## config.mk

```make
export PLATFORM = sky130hd
export DESIGN_NAME = sensitive_string_classifier
export DESIGN_NICKNAME = d
export VERILOG_FILES = /design/src/hdl/ssc_pkg.sv /design/src/hdl/sensitive_string_classifier.sv /design/src/hdl/ssc_cell.sv /design/src/hdl/ssc_window.sv
export VERILOG_INCLUDE_DIRS = /design/src /design/src/hdl
export SDC_FILE = /design/constraint.sdc
export NUM_CORES = 1
export LEC_CHECK = 0
export BUFFER_PORTS_ARGS = -buffer_cell sky130_fd_sc_hd__buf_2
export CORE_ASPECT_RATIO = 1.25
export CORE_MARGIN = 3
export CORE_UTILIZATION = 50
export CTS_CLUSTER_SIZE = 12
export DETAILED_ROUTE_END_ITERATION = 10
export PLACE_DENSITY = 0.68
export SKIP_CTS_REPAIR_TIMING = 1
export SYNTH_ARGS = -nofsm -noshare
export SYNTH_HDL_FRONTEND = slang
export SYNTH_HIERARCHICAL = 1
export SYNTH_SLANG_ARGS = --single-unit
```

## constraint.sdc

```tcl
create_clock -name i_clk -period 3.8 [get_ports i_clk]
set_clock_uncertainty 0.15 [all_clocks]
set_input_delay 0.38 -clock i_clk [delete_from_list [all_inputs] [get_ports i_clk]]
set_output_delay 0.38 -clock i_clk [all_outputs]
set_load 0.03 [all_outputs]
```

## src/hdl/sensitive_string_classifier_assert.svh

```systemverilog
// ----------------------------------------------------------------------------
// Assertion macros for the sensitive string classifier
// Concurrent checks, compiled out when NO_ASSERTIONS is set.
// ----------------------------------------------------------------------------
`ifndef SENSITIVE_STRING_CLASSIFIER_ASSERT_SVH
`define SENSITIVE_STRING_CLASSIFIER_ASSERT_SVH

`ifndef NO_ASSERTIONS

// Check held off while reset is low.
`define SSC_ASSERT_RST(lbl, clk, rst_n, prop, msg) \
    lbl: assert property (@(posedge clk) disable iff (!rst_n) prop) else $error(msg);

// Check that also holds through reset.
`define SSC_ASSERT_ALWAYS(lbl, clk, prop, msg) \
    lbl: assert property (@(posedge clk) prop) else $error(msg);

`else

`define SSC_ASSERT_RST(lbl, clk, rst_n, prop, msg)
`define SSC_ASSERT_ALWAYS(lbl, clk, prop, msg)

`endif

`endif

```

## src/hdl/ssc_pkg.sv

```systemverilog
// ----------------------------------------------------------------------------
// ssc_pkg
// Shared types, keyword table and helpers for the string classifier.
// ----------------------------------------------------------------------------
package ssc_pkg;

    localparam int MAX_NEEDLE_LEN_DEF = 10;
    localparam int NUM_KEYS           = 12;
    localparam int KEY_MAX_CHARS      = 16;
    localparam int KEY_BITS           = 8 * KEY_MAX_CHARS;

    typedef logic [7:0]          t_byte;
    typedef logic [KEY_BITS-1:0] t_key_text;
    typedef logic [4:0]          t_key_len;

    // Right-aligned: the last character of each keyword sits in bits [7:0].
    localparam t_key_text KEY_TEXT [NUM_KEYS] = '{
        KEY_BITS'("api_key"), KEY_BITS'("apikey"),  KEY_BITS'({"access", "_key"}),
        KEY_BITS'("secret"),  KEY_BITS'("password"), KEY_BITS'("passwd"),
        KEY_BITS'("bearer "), KEY_BITS'("token"),   KEY_BITS'("sk-"),
        KEY_BITS'("ghp_"),    KEY_BITS'("xoxb-"),   KEY_BITS'("akia")
    };

    localparam t_key_len KEY_LEN [NUM_KEYS] = '{
        5'd7, 5'd6, 5'd10, 5'd6, 5'd8, 5'd6, 5'd7, 5'd5, 5'd3, 5'd4, 5'd5, 5'd4
    };

    localparam t_byte CH_AT    = 8'h40;
    localparam t_byte CH_DOT   = 8'h2e;
    localparam t_byte CH_DASH  = 8'h2d;
    localparam t_byte CH_ZERO  = 8'h30;
    localparam t_byte CH_ONE   = 8'h31;
    localparam t_byte CH_NINE  = 8'h39;
    localparam t_byte CH_UP_A  = 8'h41;
    localparam t_byte CH_UP_Z  = 8'h5a;
    localparam t_byte CASE_BIT = 8'h20;

    typedef enum logic [2:0] {
        CAT_NONE       = 3'd0,
        CAT_EMAIL      = 3'd1,
        CAT_API_KEY    = 3'd2,
        CAT_PHONE      = 3'd3,
        CAT_IDENTIFIER = 3'd4
    } t_category;

    // Window control handed from the top level to the cell row.
    typedef struct packed {
        logic shift;
        logic clear;
    } t_win_ctrl;

    // Byte of keyword k counted back from its last character.
    function automatic t_byte key_byte(input int k, input int off);
        t_key_text txt;
        txt = KEY_TEXT[k];
        return txt[8*off +: 8];
    endfunction

    // Only 'A'..'Z' fold.
    function automatic t_byte to_lower(input t_byte b);
        t_byte r;
        r = b;
        if (b >= CH_UP_A && b <= CH_UP_Z) begin
            r = b | CASE_BIT;
        end
        return r;
    endfunction

endpackage

```

## src/hdl/sensitive_string_classifier.sv

```systemverilog
// ----------------------------------------------------------------------------
// sensitive_string_classifier
// Result: the result of a final byte is registered and on o_valid in the cycle after its beat.
// Throughput: one byte per cycle; the input stalls only while a result beat
//   waits in the output register and the sink holds i_ready low.
// Reset: synchronous, active low; clears window, flags and output valid and
//   sets identifier_min_length to 13. No clearing pass.
// ----------------------------------------------------------------------------
`include "sensitive_string_classifier_assert.svh"

module sensitive_string_classifier #(
    parameter int MAX_NEEDLE_LEN = ssc_pkg::MAX_NEEDLE_LEN_DEF
) (
    input  logic        i_clk,
    input  logic        i_rst_n,
    // byte stream in
    input  logic        i_valid,
    output logic        o_ready,
    input  logic [7:0]  i_char_byte,
    input  logic        i_end_of_string,
    // classification out
    output logic        o_valid,
    input  logic        i_ready,
    output logic [2:0]  o_category_code,
    output logic        o_is_sensitive,
    output logic        o_hard_flag,
    // register write
    input  logic        i_cfg_valid,
    output logic        o_cfg_ready,
    input  logic [15:0] i_cfg_data
);

    localparam logic [15:0] MIN_LEN_RST = 16'd13;
    localparam logic [3:0]  DIGIT_MAX   = 4'd15;
    localparam logic [15:0] LEN_MAX     = 16'hffff;

    // Output register state, used by the handshake below.
    logic               r_out_valid;
    ssc_pkg::t_category r_cat;

    // ------------------------------------------------------------------
    // Beat handshake. A finished result sits in the output register, so a
    // new byte is taken whenever that register is free or drains this cycle.
    // ------------------------------------------------------------------
    logic w_accept;
    logic w_load;

    assign o_ready  = !r_out_valid || i_ready;
    assign w_accept = i_valid && o_ready;
    assign w_load   = w_accept && i_end_of_string;

    // Register port never stalls.
    assign o_cfg_ready = 1'b1;

    logic [15:0] r_min_len;

    always_ff @(posedge i_clk) begin
        if (!i_rst_n) begin
            r_min_len <= MIN_LEN_RST;
        end else if (i_cfg_valid) begin
            r_min_len <= i_cfg_data;
        end
    end

    // ------------------------------------------------------------------
    // Keyword window: row of cells, shifted on every accepted byte and
    // zeroed after the final byte of a string.
    // ------------------------------------------------------------------
    ssc_pkg::t_byte     w_low;
    ssc_pkg::t_win_ctrl w_win_ctrl;
    logic               w_key_hit;

    assign w_low      = ssc_pkg::to_lower(i_char_byte);
    assign w_win_ctrl = '{shift: w_accept, clear: i_end_of_string};

    ssc_window #(
        .MAX_NEEDLE_LEN (MAX_NEEDLE_LEN)
    ) u_window (
        .i_clk     (i_clk),
        .i_rst_n   (i_rst_n),
        .i_ctrl    (w_win_ctrl),
        .i_cur     (w_low),
        .o_key_hit (w_key_hit)
    );

    // ------------------------------------------------------------------
    // Running flags for the current string.
    // ------------------------------------------------------------------
    logic        r_saw_at,  n_saw_at;
    logic        r_saw_dot, n_saw_dot;
    logic        r_saw_dash, n_saw_dash;
    logic        r_key_seen, n_key_seen;
    logic [3:0]  r_digit_count, n_digit_count;
    logic [1:0]  r_prefix_cnt, n_prefix_cnt;
    logic        r_prefix_broken, n_prefix_broken;
    logic [15:0] r_length, n_length;
    logic        w_is_digit;
    ssc_pkg::t_byte w_want;

    assign w_is_digit = (i_char_byte >= ssc_pkg::CH_ZERO) &&
                        (i_char_byte <= ssc_pkg::CH_NINE);
    // prefix 0,1,0: only the second digit is a one
    assign w_want     = (r_prefix_cnt == 2'd1) ? ssc_pkg::CH_ONE : ssc_pkg::CH_ZERO;

    // Flag values including the current byte.
    always_comb begin
        n_saw_at        = r_saw_at   || (i_char_byte == ssc_pkg::CH_AT);
        n_saw_dot       = r_saw_dot  || (i_char_byte == ssc_pkg::CH_DOT);
        n_saw_dash      = r_saw_dash || (i_char_byte == ssc_pkg::CH_DASH);
        n_key_seen      = r_key_seen || w_key_hit;
        n_digit_count   = r_digit_count;
        n_prefix_cnt    = r_prefix_cnt;
        n_prefix_broken = r_prefix_broken;
        if (w_is_digit) begin
            if (!r_prefix_broken && r_prefix_cnt != 2'd3) begin
                if (i_char_byte == w_want) begin
                    n_prefix_cnt = r_prefix_cnt + 2'd1;
                end else begin
                    n_prefix_broken = 1'b1;
                end
            end
            if (r_digit_count != DIGIT_MAX) begin
                n_digit_count = r_digit_count + 4'd1;
            end
        end
        n_length = (r_length != LEN_MAX) ? r_length + 16'd1 : r_length;
    end

    always_ff @(posedge i_clk) begin
        if (!i_rst_n || w_load) begin
            r_saw_at        <= 1'b0;
            r_saw_dot       <= 1'b0;
            r_saw_dash      <= 1'b0;
            r_key_seen      <= 1'b0;
            r_digit_count   <= '0;
            r_prefix_cnt    <= '0;
            r_prefix_broken <= 1'b0;
            r_length        <= '0;
        end else if (w_accept) begin
            r_saw_at        <= n_saw_at;
            r_saw_dot       <= n_saw_dot;
            r_saw_dash      <= n_saw_dash;
            r_key_seen      <= n_key_seen;
            r_digit_count   <= n_digit_count;
            r_prefix_cnt    <= n_prefix_cnt;
            r_prefix_broken <= n_prefix_broken;
            r_length        <= n_length;
        end
    end

    // ------------------------------------------------------------------
    // Category in priority order: email, api key, phone, identifier.
    // ------------------------------------------------------------------
    ssc_pkg::t_category w_cat;
    logic               w_phone;

    assign w_phone = ((n_digit_count == 4'd10) || (n_digit_count == 4'd11)) &&
                     (n_prefix_cnt == 2'd3) && !n_prefix_broken;

    always_comb begin
        priority if (n_saw_at && n_saw_dot) begin
            w_cat = ssc_pkg::CAT_EMAIL;
        end else if (n_key_seen) begin
            w_cat = ssc_pkg::CAT_API_KEY;
        end else if (w_phone) begin
            w_cat = ssc_pkg::CAT_PHONE;
        end else if ((n_length >= r_min_len) && n_saw_dash) begin
            w_cat = ssc_pkg::CAT_IDENTIFIER;
        end else begin
            w_cat = ssc_pkg::CAT_NONE;
        end
    end

    // ------------------------------------------------------------------
    // Output register.
    // ------------------------------------------------------------------
    always_ff @(posedge i_clk) begin
        if (!i_rst_n) begin
            r_out_valid <= 1'b0;
        end else if (w_load) begin
            r_out_valid <= 1'b1;
        end else if (i_ready) begin
            r_out_valid <= 1'b0;
        end
    end

    always_ff @(posedge i_clk) begin
        if (w_load) begin
            r_cat <= w_cat;
        end
    end

    assign o_valid         = r_out_valid;
    assign o_category_code = r_cat;
    assign o_is_sensitive  = (r_cat != ssc_pkg::CAT_NONE);
    assign o_hard_flag     = (r_cat == ssc_pkg::CAT_API_KEY);

    // ------------------------------------------------------------------
    // Checks
    // ------------------------------------------------------------------
    `SSC_ASSERT_RST(a_last_gives_beat, i_clk, i_rst_n, w_load |=> o_valid,
        "final byte gave no result beat")
    `SSC_ASSERT_RST(a_last_clears, i_clk, i_rst_n,
        w_load |=> (r_length == '0 && !r_key_seen && r_digit_count == '0),
        "string state not cleared")
    `SSC_ASSERT_RST(a_no_phantom, i_clk, i_rst_n, (!o_valid && !w_load) |=> !o_valid,
        "result beat without final byte")
    `SSC_ASSERT_RST(a_digit_sat, i_clk, i_rst_n,
        (r_digit_count == DIGIT_MAX && w_accept && !i_end_of_string)
            |=> (r_digit_count == DIGIT_MAX),
        "digit count wrapped")

endmodule

```

## src/hdl/ssc_cell.sv

```systemverilog
// ----------------------------------------------------------------------------
// ssc_cell
// One window slot: holds a lower-cased byte, passes it on, and compares it
// against the keyword byte expected at its distance from the newest byte.
// ----------------------------------------------------------------------------
module ssc_cell #(
    parameter int CELL_IDX = 0
) (
    input  logic                           i_clk,
    input  logic                           i_rst_n,
    input  ssc_pkg::t_win_ctrl             i_ctrl,
    input  ssc_pkg::t_byte                 i_byte,
    output ssc_pkg::t_byte                 o_byte,
    output logic [ssc_pkg::NUM_KEYS-1:0]   o_key_ok
);

    localparam int OFF = CELL_IDX + 1;

    ssc_pkg::t_byte r_byte;
    ssc_pkg::t_byte n_byte;

    assign n_byte = i_ctrl.clear ? '0 : i_byte;

    always_ff @(posedge i_clk) begin
        if (!i_rst_n) begin
            r_byte <= '0;
        end else if (i_ctrl.shift) begin
            r_byte <= n_byte;
        end
    end

    assign o_byte = r_byte;

    for (genvar k = 0; k < ssc_pkg::NUM_KEYS; k++) begin : g_key
        if (OFF < int'(ssc_pkg::KEY_LEN[k])) begin : g_cmp
            assign o_key_ok[k] = (r_byte == ssc_pkg::key_byte(k, OFF));
        end else begin : g_free
            // keyword is shorter than this distance
            assign o_key_ok[k] = 1'b1;
        end
    end

endmodule

```

## src/hdl/ssc_window.sv

```systemverilog
// ----------------------------------------------------------------------------
// ssc_window
// Row of cells holding the recent lower-cased bytes; flags a keyword that
// ends on the current byte.
// ----------------------------------------------------------------------------
module ssc_window #(
    parameter int MAX_NEEDLE_LEN = ssc_pkg::MAX_NEEDLE_LEN_DEF
) (
    input  logic               i_clk,
    input  logic               i_rst_n,
    input  ssc_pkg::t_win_ctrl i_ctrl,
    input  ssc_pkg::t_byte     i_cur,
    output logic               o_key_hit
);

    localparam int WIN_DEPTH = MAX_NEEDLE_LEN - 1;

    ssc_pkg::t_byte                 w_byte [WIN_DEPTH];
    logic [ssc_pkg::NUM_KEYS-1:0]   w_ok   [WIN_DEPTH];
    logic [ssc_pkg::NUM_KEYS-1:0]   w_last;
    logic [ssc_pkg::NUM_KEYS-1:0]   w_hit;

    for (genvar i = 0; i < WIN_DEPTH; i++) begin : g_cell
        ssc_cell #(
            .CELL_IDX (i)
        ) u_cell (
            .i_clk    (i_clk),
            .i_rst_n  (i_rst_n),
            .i_ctrl   (i_ctrl),
            .i_byte   ((i == 0) ? i_cur : w_byte[(i == 0) ? 0 : i-1]),
            .o_byte   (w_byte[i]),
            .o_key_ok (w_ok[i])
        );
    end

    // last character of each keyword against the current byte; keywords
    // longer than the window never match
    for (genvar k = 0; k < ssc_pkg::NUM_KEYS; k++) begin : g_last
        if (int'(ssc_pkg::KEY_LEN[k]) <= MAX_NEEDLE_LEN) begin : g_on
            assign w_last[k] = (i_cur == ssc_pkg::key_byte(k, 0));
        end else begin : g_off
            assign w_last[k] = 1'b0;
        end
    end

    always_comb begin
        w_hit = w_last;
        for (int i = 0; i < WIN_DEPTH; i++) begin
            w_hit = w_hit & w_ok[i];
        end
    end

    assign o_key_hit = |w_hit;

endmodule
```

==> run metrics <==
# H-tree levels 4; CP endpoint kind flop; slew margin rel. 34.6%; slowest CP cell dfxtp_1; share of post-route cells with drive strength above 1 11.6%; final worst slack 0.637 ns; endpoints failing hold 0; hold path depth 3; Simple-Gate Fraction of Synth Area a little over a third; Buffers on Ports 36; Synth Area in Compound Gates between 10% and 20%; routed via count 5924; final setup fails 0; VDD IR-drop max 0.274 mV; status completed; leakage power 2.86 nW; Routed Antenna Nets 0; WL/cell 15.0 um; layout net count 939; routed wire length approximately 16000 um; CTS tree done; pwr dens 395 mW/mm^2; Core Util, Final 55.7%; Die ar. about 0.016 mm^2; adder-cell share of the synthesized area 3.41%; initial antenna violation count 0; row count 48; Least-Margin Pin Slew 0.979 ns; Yosys warnings 6; Crit Path Max Fanout 9; first-pass GRT wire length between 20000 and 30000 um; Cell variety after synth slightly above 70; area share of the largest cell type after synthesis 31.6%; Placed Area 0.00726 mm^2; routability cong. 0.916; crit-path max cell delay 0.41 ns; vias in the first global route 5522; Overflow after GRT 0; Reg2Reg Depth 11; Avg Inst Size Synth about 8.3 um^2; CP Class reg -> reg; Final min period 3.16 ns; Register Area 0.00241 mm^2; cell count after synthesis just under 900; Worst-path clk slew 0.06 ns; crit share post-route 83.2%; CTS Sinks 119; FFs w/ async S/R, synth 0%; Slew Viols, Final 0; io pins 38; fin area approximately 0.008 mm^2; fill count 1348; largest net degree at the start of global routing 99; CTS Buffer Depth 2; cts bufs inserted 17; Data required, critical path ~3.8 ns; Post-synth EDFFs 3; sequential share of the synthesized area 32.8%; Total GRT Usage between 20% and 30%; fmax ~320 MHz; Final TNS setup 0 ns; initial core utilization between 50% and 60%; Core Region 0.0141 mm^2; mux cell area share after synthesis 2.96%; synthesized area 0.00735 mm^2; Worst path most repeated cell ha_1; # diodes 0; RSZ-0062 raised after global routing no; Post-Place Worst Slack 0.593 ns; XOR/XNOR Fraction of Synth Area 2.38%; via-per-instance ratio 5.50; maxcap violations 0; CTS root buffer clkbuf_16; dpl hpwl 11300 um; top cells by area, synth dfxtp_1, nand3b_1, buf_4; P&R area growth vs syn 6.98%; Post-synth top flop dfxtp_1; Die Y between 100 and 150 um; Worst-Skew Late Latency about 0.42 ns; Hold WC Path Type in -> reg; largest family of logic cells by synthesized area simple AND/OR/NAND/NOR gates; DR DRC count 0; drt first-iter violations ~320; cell taking the most area after synthesis dfxtp_1; Worst setup SP type flop; area of the multi-input gates 0.00430 mm^2; Seq cells post-synth between 100 and 150; die width 114 um; 1st-pass router iterations 5; critical-path cell list ha_1, nand3_1, nor4_2, buf_4, nand2_4, mux2_4, ha_1, a211oi_1, o211ai_1, a21oi_1, nor3b_2; crit path DAT 3.19 ns
-- worst max-delay path, delay by kind of cell (launching register included) --
kind / cells / cell delay [ns]
compound gates: 3 / 0.63
mux: 1 / 0.34
simple gates: 4 / 0.63
buf+inv: 1 / 0.23
fa+ha+maj: 2 / 0.53
flops: 1 / 0.41
-- power breakdown --
part	switching, W	leakage, nW	internal [W]
combinational	0.000135	1.60	0.0000816
sequential	0.0000169	0.968	0.00127
clock	0.000599	0.288	0.00100
-- kinds of logic after synthesis --
logic type	count (synthesis)
and+or+nand+nor	436
AOI/OAI and AO/OA	136
buffers and inverters	129
DFF	119
muxes	21
adders and majority gates	20
xor gates and xnor gates	20
other	8
-- cell type report --
class	instances	area share, %
multi-input cells	683	54.7
clock inverters	14	1.86
clock buffers	18	5.73
flip-flops and latches	119	30.7
inverters	27	1.29
repair buffers	41	2.96
well taps	175	2.79
-- synth_stat cells, types with 6 or more instances --
| library cell | count |
|---|---|
| dfxtp_1 | 116 |
| nand2_1 | 110 |
| nand3b_1 | 76 |
| buf_4 | 74 |
| o21ai_0 | 58 |
| nor2_1 | 42 |
| nand3_1 | 27 |
| inv_1 | 26 |
| nor3_1 | 24 |
| a21oi_1 | 23 |
| nand4_1 | 21 |
| ha_1 | 20 |
| nand2b_1 | 20 |
| nand4b_1 | 19 |
| mux2i_1 | 18 |
| xnor2_1 | 17 |
| nor4_1 | 15 |
| nor2b_1 | 14 |
| o21ai_1 | 13 |
| a211oi_1 | 12 |
| clkbuf_1 | 11 |
| buf_2 | 9 |
| or4_1 | 9 |
| conb_1 | 8 |
| nor4_2 | 8 |
| and3_1 | 6 |
-- flip-flops by register name (all words and copies together), names as in the netlist --
register	flops
o_category_code	3
o_valid	1
r_digit_count	4
r_key_seen	1
r_length	16
r_min_len	16
r_prefix_broken	1
r_prefix_cnt	2
r_saw_at	1
r_saw_dash	1
r_saw_dot	1
u_window/g_cell.u_cell/o_byte	72
-- cell usage in the layout (no fill, tap or decap), types with 4 or more instances in the layout --
master and count:
nor3b_1 4, a211oi_1 12, dfxtp_1 116, mux2i_1 18, nor4_1 15, o31ai_1 5
or3_1 5, nand4_1 21, nand2b_1 20, or4_1 9, nand3b_1 76, nand3_1 27
inv_1 26, a21oi_1 23, nor2_1 42, nand2_1 110, o21ai_1 13, nand4bb_1 5
o21ai_0 58, ha_1 20, o211ai_1 4, nor2b_1 14, buf_2 35, nor3_1 24
nand4b_1 19, nor4_2 8, conb_1 50, xnor2_1 17, clkinv_2 4, clkbuf_16 18
and3_1 6, buf_4 5, a21o_1 4
-- path summary, 6_finish.rpt --
| path | start | endpoint | slack, ns |
|---|---|---|---|
| hold reg to reg | u_window/g_cell[7].u_cell/o_byte[2]$_SDFFE_PN0P_ | u_window/g_cell[8].u_cell/o_byte[2]$_SDFFE_PN0P_ | 0.33 |
| setup / recovery | r_length[0]$_SDFFE_PP0P_ | o_category_code[2]$_SDFFCE_PP0P_ | 0.64 |
| setup reg to reg | r_length[0]$_SDFFE_PP0P_ | o_category_code[2]$_SDFFCE_PP0P_ | 0.64 |
| hold / removal | i_cfg_data[0] | r_min_len[0]$_SDFFE_PN1P_ | 0.02 |
-- routing by layer --
metal	global-route usage, %	wire length (um)	up-vias	share of wire, %
met5	0	0	-	0
met4	8.32	438	0	2.7
met3	4.61	497	29	3.1
met2	35.3	8420	97	52
met1	25.3	6810	2719	42
li1	-	-	3079	-
-- metrics by stage --
step	hold WS (ns)	total power (W)	std cells
2_1_floorplan	0.286	0.00150	931
3_3_place_gp	0.297	0.00153	1045
3_5_place_dp	0.312	0.00153	1045
4_1_cts	0.00283	0.00314	1077
5_1_grt	0.0143	0.00324	1077
6_report	0.0171	0.00311	1077
Note: power is estimated with default switching activity, not from simulation.
